[src/sv/tcsg_pkg.sv]
// Shared types and constants for the touch circle span generator.
// No dependencies; every other file in sv/ refers to it by scoped names.
package tcsg_pkg;

  // Coordinate and arithmetic widths
  localparam int unsigned COORD_BITS   = 12;
  localparam int unsigned SW           = COORD_BITS + 3;  // signed work width
  localparam int unsigned MAX_DIAMETER = 64;
  localparam int unsigned DIAM_W       = 7;
  localparam int unsigned H_W          = 6;   // half-side 0..32
  localparam int unsigned R2_W         = 11;  // radius squared 0..1024
  localparam int unsigned REM_W        = 12;  // signed remainder
  localparam int unsigned DY_W         = 7;   // signed row offset
  localparam int unsigned SQ_W         = 2 * H_W;
  localparam int unsigned CNT_W        = 2;
  localparam int unsigned COLS_W       = 13;
  localparam int unsigned COLOR_W      = 24;
  localparam int unsigned CODE_W       = 16;
  localparam int unsigned CFG_IDX_W    = 2;

  // Event codes
  localparam logic [CODE_W-1:0] CODE_COL = 16'd53;
  localparam logic [CODE_W-1:0] CODE_ROW = 16'd54;

  localparam logic [CNT_W-1:0] TOUCH_MAX  = 2'd3;
  localparam logic [CNT_W-1:0] TOUCH_DRAW = 2'd2;

  localparam logic [DIAM_W-1:0]  DIAM_LIMIT = DIAM_W'(MAX_DIAMETER);
  localparam logic signed [SW-1:0] COORD_MAX_S = SW'((1 << COORD_BITS) - 1);

  // Register reset values
  localparam logic [DIAM_W-1:0]  DIAM_RST  = 7'd30;
  localparam logic [COLS_W-1:0]  COLS_RST  = 13'd800;
  localparam logic [COLS_W-1:0]  ROWS_RST  = 13'd480;
  localparam logic [COLOR_W-1:0] COLOR_RST = 24'hFF0000;

  // Result kinds
  localparam logic KIND_SPAN  = 1'b0;
  localparam logic KIND_CLEAR = 1'b1;

  // Command queue
  localparam int unsigned CMD_DEPTH = 2;
  localparam int unsigned CMD_PTR_W = 1;
  localparam int unsigned CMD_CNT_W = 2;

  typedef enum logic [CFG_IDX_W-1:0] {
    CFG_DIAMETER = 2'd0,
    CFG_COLS     = 2'd1,
    CFG_ROWS     = 2'd2,
    CFG_COLOR    = 2'd3
  } cfg_idx_e;

  typedef struct packed {
    logic [DIAM_W-1:0]  diameter;
    logic [COLS_W-1:0]  cols;
    logic [COLS_W-1:0]  rows;
    logic [COLOR_W-1:0] color;
  } cfg_t;

  // One queued job: either a clear or a draw around a captured centre
  typedef struct packed {
    logic                  is_clear;
    logic [COORD_BITS-1:0] col;
    logic [COORD_BITS-1:0] row;
  } cmd_t;

  typedef enum logic [2:0] {
    B_IDLE  = 3'd0,
    B_CLR   = 3'd1,
    B_INIT  = 3'd2,
    B_ROW   = 3'd3,
    B_DX    = 3'd4,
    B_SPAN  = 3'd5,
    B_FLUSH = 3'd6
  } back_state_e;

endpackage

[src/sv/tcsg_front.sv]
// Front end: takes touch events, tracks the centre and touch count, and
// queues clear or draw jobs. Depends on tcsg_pkg.
module tcsg_front (
  input  logic                            clk_i,
  input  logic                            rst_ni,
  input  logic                            in_valid_i,
  output logic                            in_stall_o,
  input  logic [tcsg_pkg::CODE_W-1:0]     event_code_i,
  input  logic [tcsg_pkg::COORD_BITS-1:0] event_value_i,
  input  logic                            clear_pressed_i,
  input  logic                            q_full_i,
  output logic                            q_push_o,
  output tcsg_pkg::cmd_t                  q_cmd_o
);

  logic [tcsg_pkg::COORD_BITS-1:0] col_q, col_d, row_q, row_d;
  logic [tcsg_pkg::CNT_W-1:0]      touch_q, touch_d, count_nx;
  logic                            accept, draw;

  assign accept     = in_valid_i && !q_full_i;
  assign in_stall_o = q_full_i;

  always_comb begin
    col_d    = col_q;
    row_d    = row_q;
    count_nx = touch_q;
    if (event_code_i == tcsg_pkg::CODE_COL) begin
      col_d = event_value_i;
      if (touch_q != tcsg_pkg::TOUCH_MAX) count_nx = touch_q + 2'd1;
    end else if (event_code_i == tcsg_pkg::CODE_ROW) begin
      row_d = event_value_i;
      if (touch_q != tcsg_pkg::TOUCH_MAX) count_nx = touch_q + 2'd1;
    end
  end

  assign draw     = !clear_pressed_i && (count_nx >= tcsg_pkg::TOUCH_DRAW);
  assign q_push_o = accept && (clear_pressed_i || draw);
  assign touch_d  = draw ? '0 : count_nx;

  always_comb begin
    q_cmd_o.is_clear = clear_pressed_i;
    q_cmd_o.col      = col_d;
    q_cmd_o.row      = row_d;
  end

  always_ff @(posedge clk_i or negedge rst_ni) begin
    if (!rst_ni) begin
      col_q   <= '0;
      row_q   <= '0;
      touch_q <= '0;
    end else if (accept) begin
      col_q   <= col_d;
      row_q   <= row_d;
      touch_q <= touch_d;
    end
  end

endmodule

[src/sv/tcsg_cmd_fifo.sv]
// Small job queue between front and back ends.
// Depends on tcsg_pkg for the job type and depth.
module tcsg_cmd_fifo (
  input  logic           clk_i,
  input  logic           rst_ni,
  input  logic           push_i,
  input  tcsg_pkg::cmd_t cmd_i,
  output logic           full_o,
  input  logic           pop_i,
  output logic           valid_o,
  output tcsg_pkg::cmd_t cmd_o
);

  tcsg_pkg::cmd_t                  mem_q [tcsg_pkg::CMD_DEPTH];
  logic [tcsg_pkg::CMD_PTR_W-1:0]  wr_ptr_q, rd_ptr_q;
  logic [tcsg_pkg::CMD_CNT_W-1:0]  cnt_q;
  logic                            do_push, do_pop;

  assign full_o  = (cnt_q == tcsg_pkg::CMD_CNT_W'(tcsg_pkg::CMD_DEPTH));
  assign valid_o = (cnt_q != '0);
  assign cmd_o   = mem_q[rd_ptr_q];
  assign do_push = push_i && !full_o;
  assign do_pop  = pop_i && valid_o;

  always_ff @(posedge clk_i) begin
    if (do_push) mem_q[wr_ptr_q] <= cmd_i;
  end

  always_ff @(posedge clk_i or negedge rst_ni) begin
    if (!rst_ni) begin
      wr_ptr_q <= '0;
      rd_ptr_q <= '0;
      cnt_q    <= '0;
    end else begin
      if (do_push) wr_ptr_q <= wr_ptr_q + 1'b1;
      if (do_pop)  rd_ptr_q <= rd_ptr_q + 1'b1;
      if (do_push && !do_pop)      cnt_q <= cnt_q + 1'b1;
      else if (do_pop && !do_push) cnt_q <= cnt_q - 1'b1;
    end
  end

endmodule

[src/sv/tcsg_back.sv]
// Back end: runs queued jobs, walking the box rows and emitting spans.
// One span is held back so the final one can carry last. Depends on tcsg_pkg.
module tcsg_back (
  input  logic                             clk_i,
  input  logic                             rst_ni,
  input  tcsg_pkg::cfg_t                   cfg_i,
  input  logic                             cmd_valid_i,
  input  tcsg_pkg::cmd_t                   cmd_i,
  output logic                             cmd_pop_o,
  output logic                             out_valid_o,
  input  logic                             out_stall_i,
  output logic                             kind_o,
  output logic [tcsg_pkg::COORD_BITS-1:0]  span_row_o,
  output logic [tcsg_pkg::COORD_BITS-1:0]  span_first_o,
  output logic [tcsg_pkg::COORD_BITS-1:0]  span_final_o,
  output logic [tcsg_pkg::COLOR_W-1:0]     fill_color_o,
  output logic                             last_o
);

  localparam int unsigned SW = tcsg_pkg::SW;
  localparam int unsigned CW = tcsg_pkg::COORD_BITS;

  tcsg_pkg::back_state_e state_q, state_d;

  logic signed [SW-1:0]  cc_q, cc_d, cr_q, cr_d;
  logic signed [SW-1:0]  y_q, y_d, y1_q, y1_d, x0_q, x0_d, x1_q, x1_d;
  logic [tcsg_pkg::H_W-1:0]   h_q, h_d, dx_q, dx_d;
  logic [tcsg_pkg::R2_W-1:0]  r2_q, r2_d;
  logic signed [tcsg_pkg::REM_W-1:0] rem_q, rem_d;
  logic          pend_v_q, pend_v_d;
  logic [CW-1:0] pend_row_q, pend_row_d, pend_a_q, pend_a_d, pend_b_q, pend_b_d;

  logic                         out_v_q, out_v_d, kind_q, kind_d, last_q, last_d;
  logic [CW-1:0]                row_o_q, row_o_d, first_q, first_d, final_q, final_d;
  logic [tcsg_pkg::COLOR_W-1:0] color_q, color_d;

  // Datapath terms
  logic [tcsg_pkg::DIAM_W-1:0]     d_cl;
  logic [2*tcsg_pkg::DIAM_W-1:0]   d_sq;
  logic signed [SW-1:0]            h_s, rlim, clim, y0_c, y1_c, x0_c, x1_c;
  logic signed [SW-1:0]            dy_full, dx_s, a_c, b_c;
  logic signed [tcsg_pkg::DY_W-1:0] dy;
  logic [tcsg_pkg::DY_W-1:0]       dy_abs;
  logic [2*tcsg_pkg::DY_W-1:0]     dy_sq;
  logic signed [tcsg_pkg::REM_W-1:0] rem_c;
  logic [tcsg_pkg::H_W-1:0]        dx_nx;
  logic [tcsg_pkg::SQ_W-1:0]       dx_nx_sq;
  logic                            dx_grow, row_done, span_empty, out_free;

  assign out_free = !out_v_q || !out_stall_i;

  always_comb begin
    d_cl = (cfg_i.diameter > tcsg_pkg::DIAM_LIMIT) ? tcsg_pkg::DIAM_LIMIT : cfg_i.diameter;
    d_sq = d_cl * d_cl;

    h_s  = $signed({{(SW-tcsg_pkg::H_W){1'b0}}, h_q});
    rlim = $signed({{(SW-tcsg_pkg::COLS_W){1'b0}}, cfg_i.rows}) - SW'(1);
    if (rlim > tcsg_pkg::COORD_MAX_S) rlim = tcsg_pkg::COORD_MAX_S;
    clim = $signed({{(SW-tcsg_pkg::COLS_W){1'b0}}, cfg_i.cols}) - SW'(1);
    if (clim > tcsg_pkg::COORD_MAX_S) clim = tcsg_pkg::COORD_MAX_S;

    y0_c = cr_q - h_s;
    if (y0_c < 0) y0_c = '0;
    y1_c = cr_q + h_s - SW'(1);
    if (y1_c > rlim) y1_c = rlim;
    x0_c = cc_q - h_s;
    if (x0_c < 0) x0_c = '0;
    x1_c = cc_q + h_s - SW'(1);
    if (x1_c > clim) x1_c = clim;

    // dy stays within +/- half-side, so a narrow square suffices
    dy_full = y_q - cr_q;
    dy      = dy_full[tcsg_pkg::DY_W-1:0];
    dy_abs  = dy[tcsg_pkg::DY_W-1] ? tcsg_pkg::DY_W'(-dy) : tcsg_pkg::DY_W'(dy);
    dy_sq   = dy_abs * dy_abs;
    rem_c   = $signed({1'b0, r2_q}) - $signed({1'b0, dy_sq[tcsg_pkg::R2_W-1:0]});
    row_done = (y_q > y1_q);

    dx_nx    = dx_q + tcsg_pkg::H_W'(1);
    dx_nx_sq = dx_nx * dx_nx;
    dx_grow  = (dx_q < h_q) && (dx_nx_sq <= tcsg_pkg::SQ_W'($unsigned(rem_q)));

    dx_s = $signed({{(SW-tcsg_pkg::H_W){1'b0}}, dx_q});
    a_c  = cc_q - dx_s;
    if (a_c < x0_q) a_c = x0_q;
    b_c  = cc_q + dx_s;
    if (b_c > x1_q) b_c = x1_q;
    span_empty = (a_c > b_c);
  end

  // Next state
  always_comb begin
    state_d = state_q;
    unique case (state_q)
      tcsg_pkg::B_IDLE: begin
        if (cmd_valid_i) state_d = cmd_i.is_clear ? tcsg_pkg::B_CLR : tcsg_pkg::B_INIT;
      end
      tcsg_pkg::B_CLR: begin
        if (out_free) state_d = tcsg_pkg::B_IDLE;
      end
      tcsg_pkg::B_INIT: state_d = tcsg_pkg::B_ROW;
      tcsg_pkg::B_ROW: begin
        if (row_done)            state_d = tcsg_pkg::B_FLUSH;
        else if (!rem_c[tcsg_pkg::REM_W-1]) state_d = tcsg_pkg::B_DX;
      end
      tcsg_pkg::B_DX: begin
        if (!dx_grow) state_d = tcsg_pkg::B_SPAN;
      end
      tcsg_pkg::B_SPAN: begin
        if (span_empty || !pend_v_q || out_free) state_d = tcsg_pkg::B_ROW;
      end
      tcsg_pkg::B_FLUSH: begin
        if (!pend_v_q || out_free) state_d = tcsg_pkg::B_IDLE;
      end
      default: state_d = tcsg_pkg::B_IDLE;
    endcase
  end

  // Datapath and output register updates
  always_comb begin
    cmd_pop_o  = 1'b0;
    cc_d = cc_q;  cr_d = cr_q;  h_d = h_q;  r2_d = r2_q;
    y_d  = y_q;   y1_d = y1_q;  x0_d = x0_q; x1_d = x1_q;
    rem_d = rem_q; dx_d = dx_q;
    pend_v_d = pend_v_q; pend_row_d = pend_row_q; pend_a_d = pend_a_q; pend_b_d = pend_b_q;
    out_v_d = out_v_q && out_stall_i;
    kind_d = kind_q; row_o_d = row_o_q; first_d = first_q; final_d = final_q;
    color_d = color_q; last_d = last_q;

    unique case (state_q)
      tcsg_pkg::B_IDLE: begin
        if (cmd_valid_i) begin
          cmd_pop_o = 1'b1;
          cc_d = $signed({{(SW-CW){1'b0}}, cmd_i.col});
          cr_d = $signed({{(SW-CW){1'b0}}, cmd_i.row});
          h_d  = d_cl[tcsg_pkg::DIAM_W-1:1];
          r2_d = d_sq[tcsg_pkg::R2_W+1:2];
        end
      end
      tcsg_pkg::B_CLR: begin
        if (out_free) begin
          out_v_d = 1'b1;
          kind_d  = tcsg_pkg::KIND_CLEAR;
          row_o_d = '0; first_d = '0; final_d = '0; color_d = '0;
          last_d  = 1'b1;
        end
      end
      tcsg_pkg::B_INIT: begin
        y_d  = y0_c;
        y1_d = y1_c;
        x0_d = x0_c;
        x1_d = x1_c;
        pend_v_d = 1'b0;
      end
      tcsg_pkg::B_ROW: begin
        if (!row_done) begin
          rem_d = rem_c;
          dx_d  = '0;
          if (rem_c[tcsg_pkg::REM_W-1]) y_d = y_q + SW'(1);
        end
      end
      tcsg_pkg::B_DX: begin
        if (dx_grow) dx_d = dx_nx;
      end
      tcsg_pkg::B_SPAN: begin
        if (span_empty) begin
          y_d = y_q + SW'(1);
        end else if (!pend_v_q || out_free) begin
          if (pend_v_q) begin
            out_v_d = 1'b1;
            kind_d  = tcsg_pkg::KIND_SPAN;
            row_o_d = pend_row_q; first_d = pend_a_q; final_d = pend_b_q;
            color_d = cfg_i.color;
            last_d  = 1'b0;
          end
          pend_v_d   = 1'b1;
          pend_row_d = y_q[CW-1:0];
          pend_a_d   = a_c[CW-1:0];
          pend_b_d   = b_c[CW-1:0];
          y_d        = y_q + SW'(1);
        end
      end
      tcsg_pkg::B_FLUSH: begin
        if (pend_v_q && out_free) begin
          out_v_d = 1'b1;
          kind_d  = tcsg_pkg::KIND_SPAN;
          row_o_d = pend_row_q; first_d = pend_a_q; final_d = pend_b_q;
          color_d = cfg_i.color;
          last_d  = 1'b1;
          pend_v_d = 1'b0;
        end
      end
      default: ;
    endcase
  end

  always_ff @(posedge clk_i or negedge rst_ni) begin
    if (!rst_ni) begin
      state_q  <= tcsg_pkg::B_IDLE;
      pend_v_q <= 1'b0;
      out_v_q  <= 1'b0;
    end else begin
      state_q  <= state_d;
      pend_v_q <= pend_v_d;
      out_v_q  <= out_v_d;
    end
  end

  always_ff @(posedge clk_i) begin
    cc_q <= cc_d;  cr_q <= cr_d;  h_q <= h_d;  r2_q <= r2_d;
    y_q  <= y_d;   y1_q <= y1_d;  x0_q <= x0_d; x1_q <= x1_d;
    rem_q <= rem_d; dx_q <= dx_d;
    pend_row_q <= pend_row_d; pend_a_q <= pend_a_d; pend_b_q <= pend_b_d;
    kind_q <= kind_d; row_o_q <= row_o_d; first_q <= first_d; final_q <= final_d;
    color_q <= color_d; last_q <= last_d;
  end

  assign out_valid_o  = out_v_q;
  assign kind_o       = kind_q;
  assign span_row_o   = row_o_q;
  assign span_first_o = first_q;
  assign span_final_o = final_q;
  assign fill_color_o = color_q;
  assign last_o       = last_q;

endmodule

[src/sv/touch_circle_span_generator_core.sv]
// Top level of the touch circle span generator: config registers plus
// front end, job queue and back end. Depends on tcsg_pkg and the tcsg_* modules.
//
// Touch events arrive one per transfer on the input channel. Code 53 sets the
// centre column, code 54 the centre row, and each bumps a touch count that
// saturates at 3. A transfer with clear held yields one clear result (kind 1,
// zero span and color, last set) and keeps the count. Otherwise, once two or
// more touches are in, a draw job runs: the rows of the box of half-side
// diameter/2 around the centre are walked, clipped to the screen, and one
// span per non-empty row is sent out, the final one flagged with last; the
// count then returns to zero. A draw may produce no results at all. Rate: the
// front end takes an event every cycle while the two-entry job queue has
// room. The back end runs one job at a time: a clear goes from idle to a
// clear state that sends its result; a draw has a setup state, then for each
// row inside the circle a row state, a column-extent search that widens the
// span one step at a time up to the half-side, and a span state; that row
// walk and its one-step search loop set the throughput. Config registers are
// written through a separate always-ready channel and must only be changed
// while no job is pending.
module touch_circle_span_generator_core (
  input  logic                              clk_i,
  input  logic                              rst_ni,
  // Input event channel
  input  logic                              in_valid_i,
  output logic                              in_stall_o,
  input  logic [tcsg_pkg::CODE_W-1:0]       event_code_i,
  input  logic [tcsg_pkg::COORD_BITS-1:0]   event_value_i,
  input  logic                              clear_pressed_i,
  // Result channel
  output logic                              out_valid_o,
  input  logic                              out_stall_i,
  output logic                              kind_o,
  output logic [tcsg_pkg::COORD_BITS-1:0]   span_row_o,
  output logic [tcsg_pkg::COORD_BITS-1:0]   span_first_o,
  output logic [tcsg_pkg::COORD_BITS-1:0]   span_final_o,
  output logic [tcsg_pkg::COLOR_W-1:0]      fill_color_o,
  output logic                              last_o,
  // Config write channel
  input  logic                              cfg_valid_i,
  output logic                              cfg_ready_o,
  input  logic [tcsg_pkg::CFG_IDX_W-1:0]    cfg_index_i,
  input  logic [tcsg_pkg::COLOR_W-1:0]      cfg_data_i
);

  tcsg_pkg::cfg_t cfg_q;
  tcsg_pkg::cmd_t push_cmd, pop_cmd;
  logic           q_full, q_push, q_pop, q_valid;

  // Config writes are always accepted
  assign cfg_ready_o = 1'b1;

  always_ff @(posedge clk_i or negedge rst_ni) begin
    if (!rst_ni) begin
      cfg_q.diameter <= tcsg_pkg::DIAM_RST;
      cfg_q.cols     <= tcsg_pkg::COLS_RST;
      cfg_q.rows     <= tcsg_pkg::ROWS_RST;
      cfg_q.color    <= tcsg_pkg::COLOR_RST;
    end else if (cfg_valid_i && cfg_ready_o) begin
      unique case (tcsg_pkg::cfg_idx_e'(cfg_index_i))
        tcsg_pkg::CFG_DIAMETER: cfg_q.diameter <= cfg_data_i[tcsg_pkg::DIAM_W-1:0];
        tcsg_pkg::CFG_COLS:     cfg_q.cols     <= cfg_data_i[tcsg_pkg::COLS_W-1:0];
        tcsg_pkg::CFG_ROWS:     cfg_q.rows     <= cfg_data_i[tcsg_pkg::COLS_W-1:0];
        tcsg_pkg::CFG_COLOR:    cfg_q.color    <= cfg_data_i;
        default: ;
      endcase
    end
  end

  // Event classification and centre tracking
  tcsg_front u_front (
    .clk_i          (clk_i),
    .rst_ni         (rst_ni),
    .in_valid_i     (in_valid_i),
    .in_stall_o     (in_stall_o),
    .event_code_i   (event_code_i),
    .event_value_i  (event_value_i),
    .clear_pressed_i(clear_pressed_i),
    .q_full_i       (q_full),
    .q_push_o       (q_push),
    .q_cmd_o        (push_cmd)
  );

  // Decouples event intake from span generation
  tcsg_cmd_fifo u_cmd_fifo (
    .clk_i  (clk_i),
    .rst_ni (rst_ni),
    .push_i (q_push),
    .cmd_i  (push_cmd),
    .full_o (q_full),
    .pop_i  (q_pop),
    .valid_o(q_valid),
    .cmd_o  (pop_cmd)
  );

  // Row walker and result register
  tcsg_back u_back (
    .clk_i       (clk_i),
    .rst_ni      (rst_ni),
    .cfg_i       (cfg_q),
    .cmd_valid_i (q_valid),
    .cmd_i       (pop_cmd),
    .cmd_pop_o   (q_pop),
    .out_valid_o (out_valid_o),
    .out_stall_i (out_stall_i),
    .kind_o      (kind_o),
    .span_row_o  (span_row_o),
    .span_first_o(span_first_o),
    .span_final_o(span_final_o),
    .fill_color_o(fill_color_o),
    .last_o      (last_o)
  );

endmodule

[config.mk]
export PLATFORM = sky130hd
export DESIGN_NAME = touch_circle_span_generator_core
export DESIGN_NICKNAME = d
export VERILOG_FILES = /design/src/sv/tcsg_pkg.sv /design/src/sv/tcsg_front.sv /design/src/sv/tcsg_cmd_fifo.sv /design/src/sv/tcsg_back.sv /design/src/sv/touch_circle_span_generator_core.sv
export SDC_FILE = /design/constraint.sdc
export NUM_CORES = 1
export LEC_CHECK = 0
export BUFFER_PORTS_ARGS = -buffer_cell sky130_fd_sc_hd__buf_4
export CAP_MARGIN = 20
export CORE_UTILIZATION = 65
export DETAILED_ROUTE_END_ITERATION = 7
export PLACE_DENSITY = 0.92
export SLEW_MARGIN = 20
export SYNTH_ARGS = -nofsm -noshare
export SYNTH_HDL_FRONTEND = slang
export SYNTH_SLANG_ARGS = --single-unit
[constraint.sdc]
create_clock -name clk_i -period 21.5 [get_ports clk_i]
set_input_delay 2.15 -clock clk_i [delete_from_list [all_inputs] [get_ports clk_i]]
set_output_delay 2.15 -clock clk_i [all_outputs]
set_load 0.1 [all_outputs]
# After elaboration in Yosys (flattened, before gate mapping)
# Memory sizes are Yosys's and may differ from the RTL's.
# Cells that the tools add are included.
# W data, S select, Z words.
[word_totals] regBits=307 ramBits=50 inputBits=60 out_inout_bits=65 word_cells=219 n_memories=1
[mem_list] memory="u_cmd_fifo.mem_q" depth=2 word_bits=25 rd=1 rd_clocked_by_memory_dff=0 wr=1 line_no="tcsg_cmd_fifo.sv:14" source="tcsg_pkg::cmd_t mem_q [tcsg_pkg::CMD_DEPTH];"
[classes] n_addsub=20 mul=3 order_cmp=14 eq_ne=27 muxes=78 bitwise_logic=2 reduce_logical=42
[op_table] op="$mux W12" n=16
[op_table] op="$mux W15" n=11
[op_table] op="$mux W24" n=5
[op_table] op="$pmux W12 S3" n=3
[op_table] op="$gt A15 B15 Y1" n=5
[op_table] op="$pmux W24 S3" n=1
[op_table] op="$pmux W15 S3" n=1
[op_table] op="$add A12 B6 Y13" n=3
[op_table] op="$sub A12 B6 Y13" n=3
[op_table] op="$eq A16 B6 Y1 const B" n=2
[op_table] op="$gt A15 B13 Y1 const B" n=2
[op_table] op="$sub A15 B2 Y15 const B" n=2
[op_table] op="$sub A13 B1 Y14 const B" n=2
[op_table] op="$lt A13 B1 Y1 const B" n=2
[op_table] op="$mux W3" n=7
[op_table] op="$pmux W3 S7" n=1
[op_table] op="$mux W1" n=17
[op_table] op="$ne A2 B1 Y1 const B" n=8
[op_table] op="$add A15 B2 Y15 const B" n=1
[op_table] op="$mux W2" n=7
[op_table] op="$mux W7" n=2
[op_table] op="$lt A13 B13 Y1" n=1
[op_table] op="$mul A7 B7 Y13" n=1
[op_table] op="$le A12 B12 Y1" n=1
[op_table] op="other kinds (35)" n=82

# Logic depth before layout (Yosys ltp)
[logic_depth] depth_word=13 ltp_mapped=30

# Cells and area by module
# Synthesis repeated with hierarchy kept, for this count alone.
[hier_totals] cells_unflattened=2059 area_unflattened_um2=23446.2
[by_module_without_submodules] module="tcsg_back" n_inst=1 cells_each=1735 area_each_um2=17728.3
[by_module_without_submodules] module="touch_circle_span_generator_core" n_inst=1 cells_each=124 area_each_um2=2165.8
[by_module_without_submodules] module="tcsg_cmd_fifo" n_inst=1 cells_each=97 area_each_um2=2105.8
[by_module_without_submodules] module="tcsg_front" n_inst=1 cells_each=103 area_each_um2=1446.4

# Least setup slack after synthesis
# OpenSTA, ideal clock, no wires.
[synth_path] path_type="flip-flop to flip-flop" startpoint="reg u_back.cc_q[0]" endpoint="reg u_back.color_q, in the netlist u_back.fill_color_o[0] (enable)" setup_time_ps=502 arrival_time_ps=8072 required_time_ps=20998 slack_ps=12926 stages_incl_launch_ff=28 period_less_slack_ps=8574 path_cell_list="edfxtp_1 > inv_1 > ha_1 > inv_1 > fa_1 > a21o_1 > a21oi_1 > o21bai_1 > a21oi_1 > nand3_1 > nor2_1 > xnor2_1 > ha_1 > a21o_1 > a211o_1 > nor3b_1 > a21oi_1 > clkbuf_1 > mux2_2 > ha_1 > a21o_1 > a211oi_1 > o21ai_0 > o211ai_1 > a41oi_1 > o21ai_0 > a32oi_1 > a21oi_1"
[synth_between] elab_chain_len=6 elab_cells_between_ends=9 classes_between="add/sub (2); order compare (3); eq/ne (1); mux (2); reduce/logical (1)"
[synth_rtl] element="start, declared" line_no="tcsg_back.sv:25" source="logic signed [SW-1:0] cc_q, cc_d, cr_q, cr_d;"
[synth_rtl] element="start signal, assigned" line_no="tcsg_back.sv:210" source="cc_q <= cc_d; cr_q <= cr_d; h_q <= h_d; r2_q <= r2_d;"
[synth_rtl] element="$sub A12 B6 Y13 (*)" line_no="tcsg_back.sv:84" source="a_c = cc_q - dx_s;"
[synth_rtl] element="$lt A13 B13 Y1" line_no="tcsg_back.sv:85" source="if (a_c < x0_q) a_c = x0_q;"
[synth_rtl] element="$mux W15 (*)" line_no="tcsg_back.sv:85"
[synth_rtl] element="net u_back.a_c[8]" line_no="tcsg_back.sv:41" source="logic signed [SW-1:0] dy_full, dx_s, a_c, b_c;"
[synth_rtl] element="$gt A15 B15 Y1 (*)" line_no="tcsg_back.sv:88" source="span_empty = (a_c > b_c);"
[synth_rtl] element="$ne A2 B2 Y1 (no line) (*)"
[synth_rtl] element="$reduce_and A6 Y1 (no line) (*)"
[synth_rtl] element="end signal, assigned" line_no="tcsg_back.sv:215" source="color_q <= color_d; last_q <= last_d;"
[synth_rtl] element="end, declared" line_no="tcsg_back.sv:35" source="logic [tcsg_pkg::COLOR_W-1:0] color_q, color_d;"
# Mark *: on every way through the listed nets, which the timed path passes. The rest lies on a longest branch.
# A chain may end at the register's enable or synchronous reset.

# Worst setup path in the final report
[layout_path] startpoint="reg u_back.y_q[0]" endpoint="reg u_back.y_q[7] (enable)"
[layout_between] elab_chain_len=7 elab_cells_between_ends=9 classes_between="add/sub (3); mul (1); order compare (1); eq/ne (2); mux (1); reduce/logical (1)"
[layout_rtl] element="start, declared" line_no="tcsg_back.sv:26" source="logic signed [SW-1:0] y_q, y_d, y1_q, y1_d, x0_q, x0_d, x1_q, x1_d;"
[layout_rtl] element="start signal, assigned" line_no="tcsg_back.sv:211" source="y_q <= y_d; y1_q <= y1_d; x0_q <= x0_d; x1_q <= x1_d;"
[layout_rtl] element="$sub A7 B7 Y7 (*)" line_no="tcsg_back.sv:72" source="dy_full = y_q - cr_q;"
[layout_rtl] element="$neg A7 Y7" line_no="tcsg_back.sv:74" source="dy_abs = dy[tcsg_pkg::DY_W-1] ? tcsg_pkg::DY_W'(-dy) : tcsg_pkg::DY_W'(dy);"
[layout_rtl] element="$mux W7 (*)" line_no="tcsg_back.sv:74"
[layout_rtl] element="$mul A7 B7 Y11 (*)" line_no="tcsg_back.sv:75" source="dy_sq = dy_abs * dy_abs;"
[layout_rtl] element="$sub A11 B11 Y12 (*)" line_no="tcsg_back.sv:76" source="rem_c = $signed({1'b0, r2_q}) - $signed({1'b0, dy_sq[tcsg_pkg::R2_W-1:0]});"
[layout_rtl] element="net u_back.rem_c, one bit" line_no="tcsg_back.sv:45" source="logic signed [tcsg_pkg::REM_W-1:0] rem_c;"
[layout_rtl] element="$ne A2 B1 Y1 (no line) (*)"
[layout_rtl] element="$reduce_and A4 Y1 (no line) (*)"
# Marked as above.

==> summary.txt <==
Tmin final = 8.06 ns
Post_cts resized = 0
# diodes = 0
Worst Path Buf+Inv = 5
Synth unique cells = 78
Status = finished, final reports clean
Critical path type = flop to flop
Reg area = 0.0103 mm2
H-tree levels = 2
Nets = 2608
Maximum buffer depth of the clock tree = 3
Clock transition at the registers of the reported paths = 0.06 ns
# Post-CTS Setup Buffers = 0
Area Overhead vs Synth = 11.8%
Critical Path AT = 8.31 ns
Die Span Y = 192 um
Die area = 0.0369 mm2
Cell taking the most area after synthesis = edfxtp_1
Top-count cell post-synth = edfxtp_1
Core box area = 0.0356 mm2
DRT Pass-1 Iters = 6
Largest net degree at the start of global routing = 63
Worst path max stage delay = 0.53 ns
Reg2reg setup slack = 13.44 ns
Num CTS Buffers = 39
Req. time, crit path = 21.74 ns
Count of state elements after synthesis = 357
# Max-Cap Violations = 0
Crit path capture type = flop
Horiz. Die Dim = 192 um
Register area share after synthesis = 43.8%
Sum of negative setup slack = 0 ns
Startpoint types = flop
Period utilization = 37.5%
Vias = 16900
Post-synth top area share = 33.9%
Clock Latency Late Sink = 0.56 ns
Clk root buf = clkbuf_16
Num rows = 69
Ys Warns = 0
CP max-delay cell = fa_1
RSZ-0062 raised after global routing = false
Most used DFF post-synth = edfxtp_1
Initial Util = 66.0%
Number of fill cells = 2283
Final setup violation count = 0
Fmax = 124 MHz
Mapped Cells = 2174
Synth top cells by count = edfxtp_1, ha_1, inv_1
EDFF count, synth = 265
Wire per inst = 19.9 um
Worst Max-Slew Pin Slew = 1.09 ns
Via/cell ratio = 6.09
Ranking of synthesized cells by area = edfxtp_1, ha_1, dfrtp_1
GRT Overall Usage = 30.3%
CTS tree = yes
Proportion of layout cells with a drive suffix above 1 = 16.8%
Layout Skew = 0.0195 ns
Area occupied by multi-input gates = 0.0123 mm2
CTS sink cnt = 357
I/O Buffers = 123
Top delay family on crit path = adder cells
WL final = 55.3 mm
Pins Over Slew Limit = 0
GPL Wtd Cong = 0.933
Antenna viol nets, final = 0
Slew headroom = 27.3%
Final hold violations = 0
Drt drc = 0
Final HPWL DP = 41.2 mm
Initial antenna violation count = 1
Global-route wire length before repair = 86.7 mm
Min-Delay Path Class = flop to flop
Cell Area, Synth = 0.0235 mm2
Post-synth ARST share = 25.8%
Hold_buf cts = 0
IO Pins = 125
Critical path peak fanout = 15
GRT overflow = 0
Mean area per synthesized cell = 10.8 um2
Initial DRC Count = 1216
Vias in the first global route = 17100
layout by cell type, fill, tap and decap left out, types with 84 or more instances in the layout:
cell type / n
a21oi_1: 84
and2_1: 85
ha_1: 216
xnor2_1: 100
buf_4: 132
edfxtp_1: 265
inv_1: 186
nand2_1: 167
nor2_1: 136
mux2_2: 138
sequential cells by signal, summed over array words and instances, names as in the netlist, 3 cells and up:
signal               count
cfg_q                   57
u_cmd_fifo.mem_q        50
u_back.fill_color_o     24
u_back.x1_q             15
u_back.y1_q             15
u_back.y_q              15
u_back.x0_q             13
u_back.cc_q             12
u_back.cr_q             12
u_back.pend_a_q         12
u_back.pend_b_q         12
u_back.pend_row_q       12
u_back.rem_q            12
u_back.span_final_o     12
u_back.span_first_o     12
u_back.span_row_o       12
u_front.col_q           12
u_front.row_q           12
u_back.r2_q             11
u_back.dx_q              6
u_back.h_q               6
u_back.state_q           3
tightest hold or removal path, stage by stage (launching register included):
cell and delay, ns:
dfrtp_1 0.34, nand2_1 0.05, nand2_1 0.05
kinds of logic (layout without fill, tap and decap cells):
family / count (synthesis) / count (layout) / share of synthesized area, %
multiplexers: 168 / 168 / 7.92
other: 2 / 11 / 0.0320
AND/OR/NAND/NOR: 681 / 681 / 14.9
buffers and inverters: 255 / 392 / 4.15
AO/OA/AOI/OAI: 300 / 300 / 8.36
adder cells (fa/ha/maj): 259 / 259 / 15.2
flip-flops: 357 / 357 / 43.8
XOR/XNOR: 152 / 152 / 5.67
metal layers:
metal	wire, um	vias up	track usage (%)
met1	21600	8190	37.3
li1	-	7913	-
met2	27600	684	51.7
met5	0	-	0
met3	3320	157	4.51
met4	2780	0	15.5
stage by stage:
| step | util (%) | std cells | instance area (um2) | setup WS, ns | hold slack, ns |
|---|---|---|---|---|---|
| floorplan | - | 2183 | 23500 | 12.93 | 0.442 |
| global placement | 69.9 | 2707 | 24900 | 13.66 | 0.453 |
| CTS | 73.6 | 2779 | 26200 | 13.50 | 0.477 |
| global route | 73.8 | 2781 | 26300 | 12.82 | 0.488 |
| detailed placement | 69.9 | 2707 | 24900 | 13.52 | 0.463 |
| finish | 73.8 | 2781 | 26300 | 13.44 | 0.477 |
cell type report:
class	count	area share [%]
clock buffer	54	4.16
sequential	357	39.2
inverter	186	2.66
clock inverter	18	0.919
timing repair buffer	134	3.88
tap	461	2.20
multi-input combinational	1571	47.0
path summary, 6_finish.rpt:
path / startpoint / cells past startpoint / end
min in group asynchronous: rst_ni / 1 / u_front.row_q[9]
max in group asynchronous: rst_ni / 2 / cfg_q[13]
min: u_front.row_q[5] / 2 / u_front.row_q[5]
min reg2reg: u_front.row_q[5] / 2 / u_front.row_q[5]
max reg2reg: u_back.y_q[0] / 30 / u_back.y_q[7]
max: u_back.y_q[0] / 30 / u_back.y_q[7]
Power is left out: the tool's default activity adds up to more than one toggle a clock period on the data nets, which glitch-free logic cannot reach.
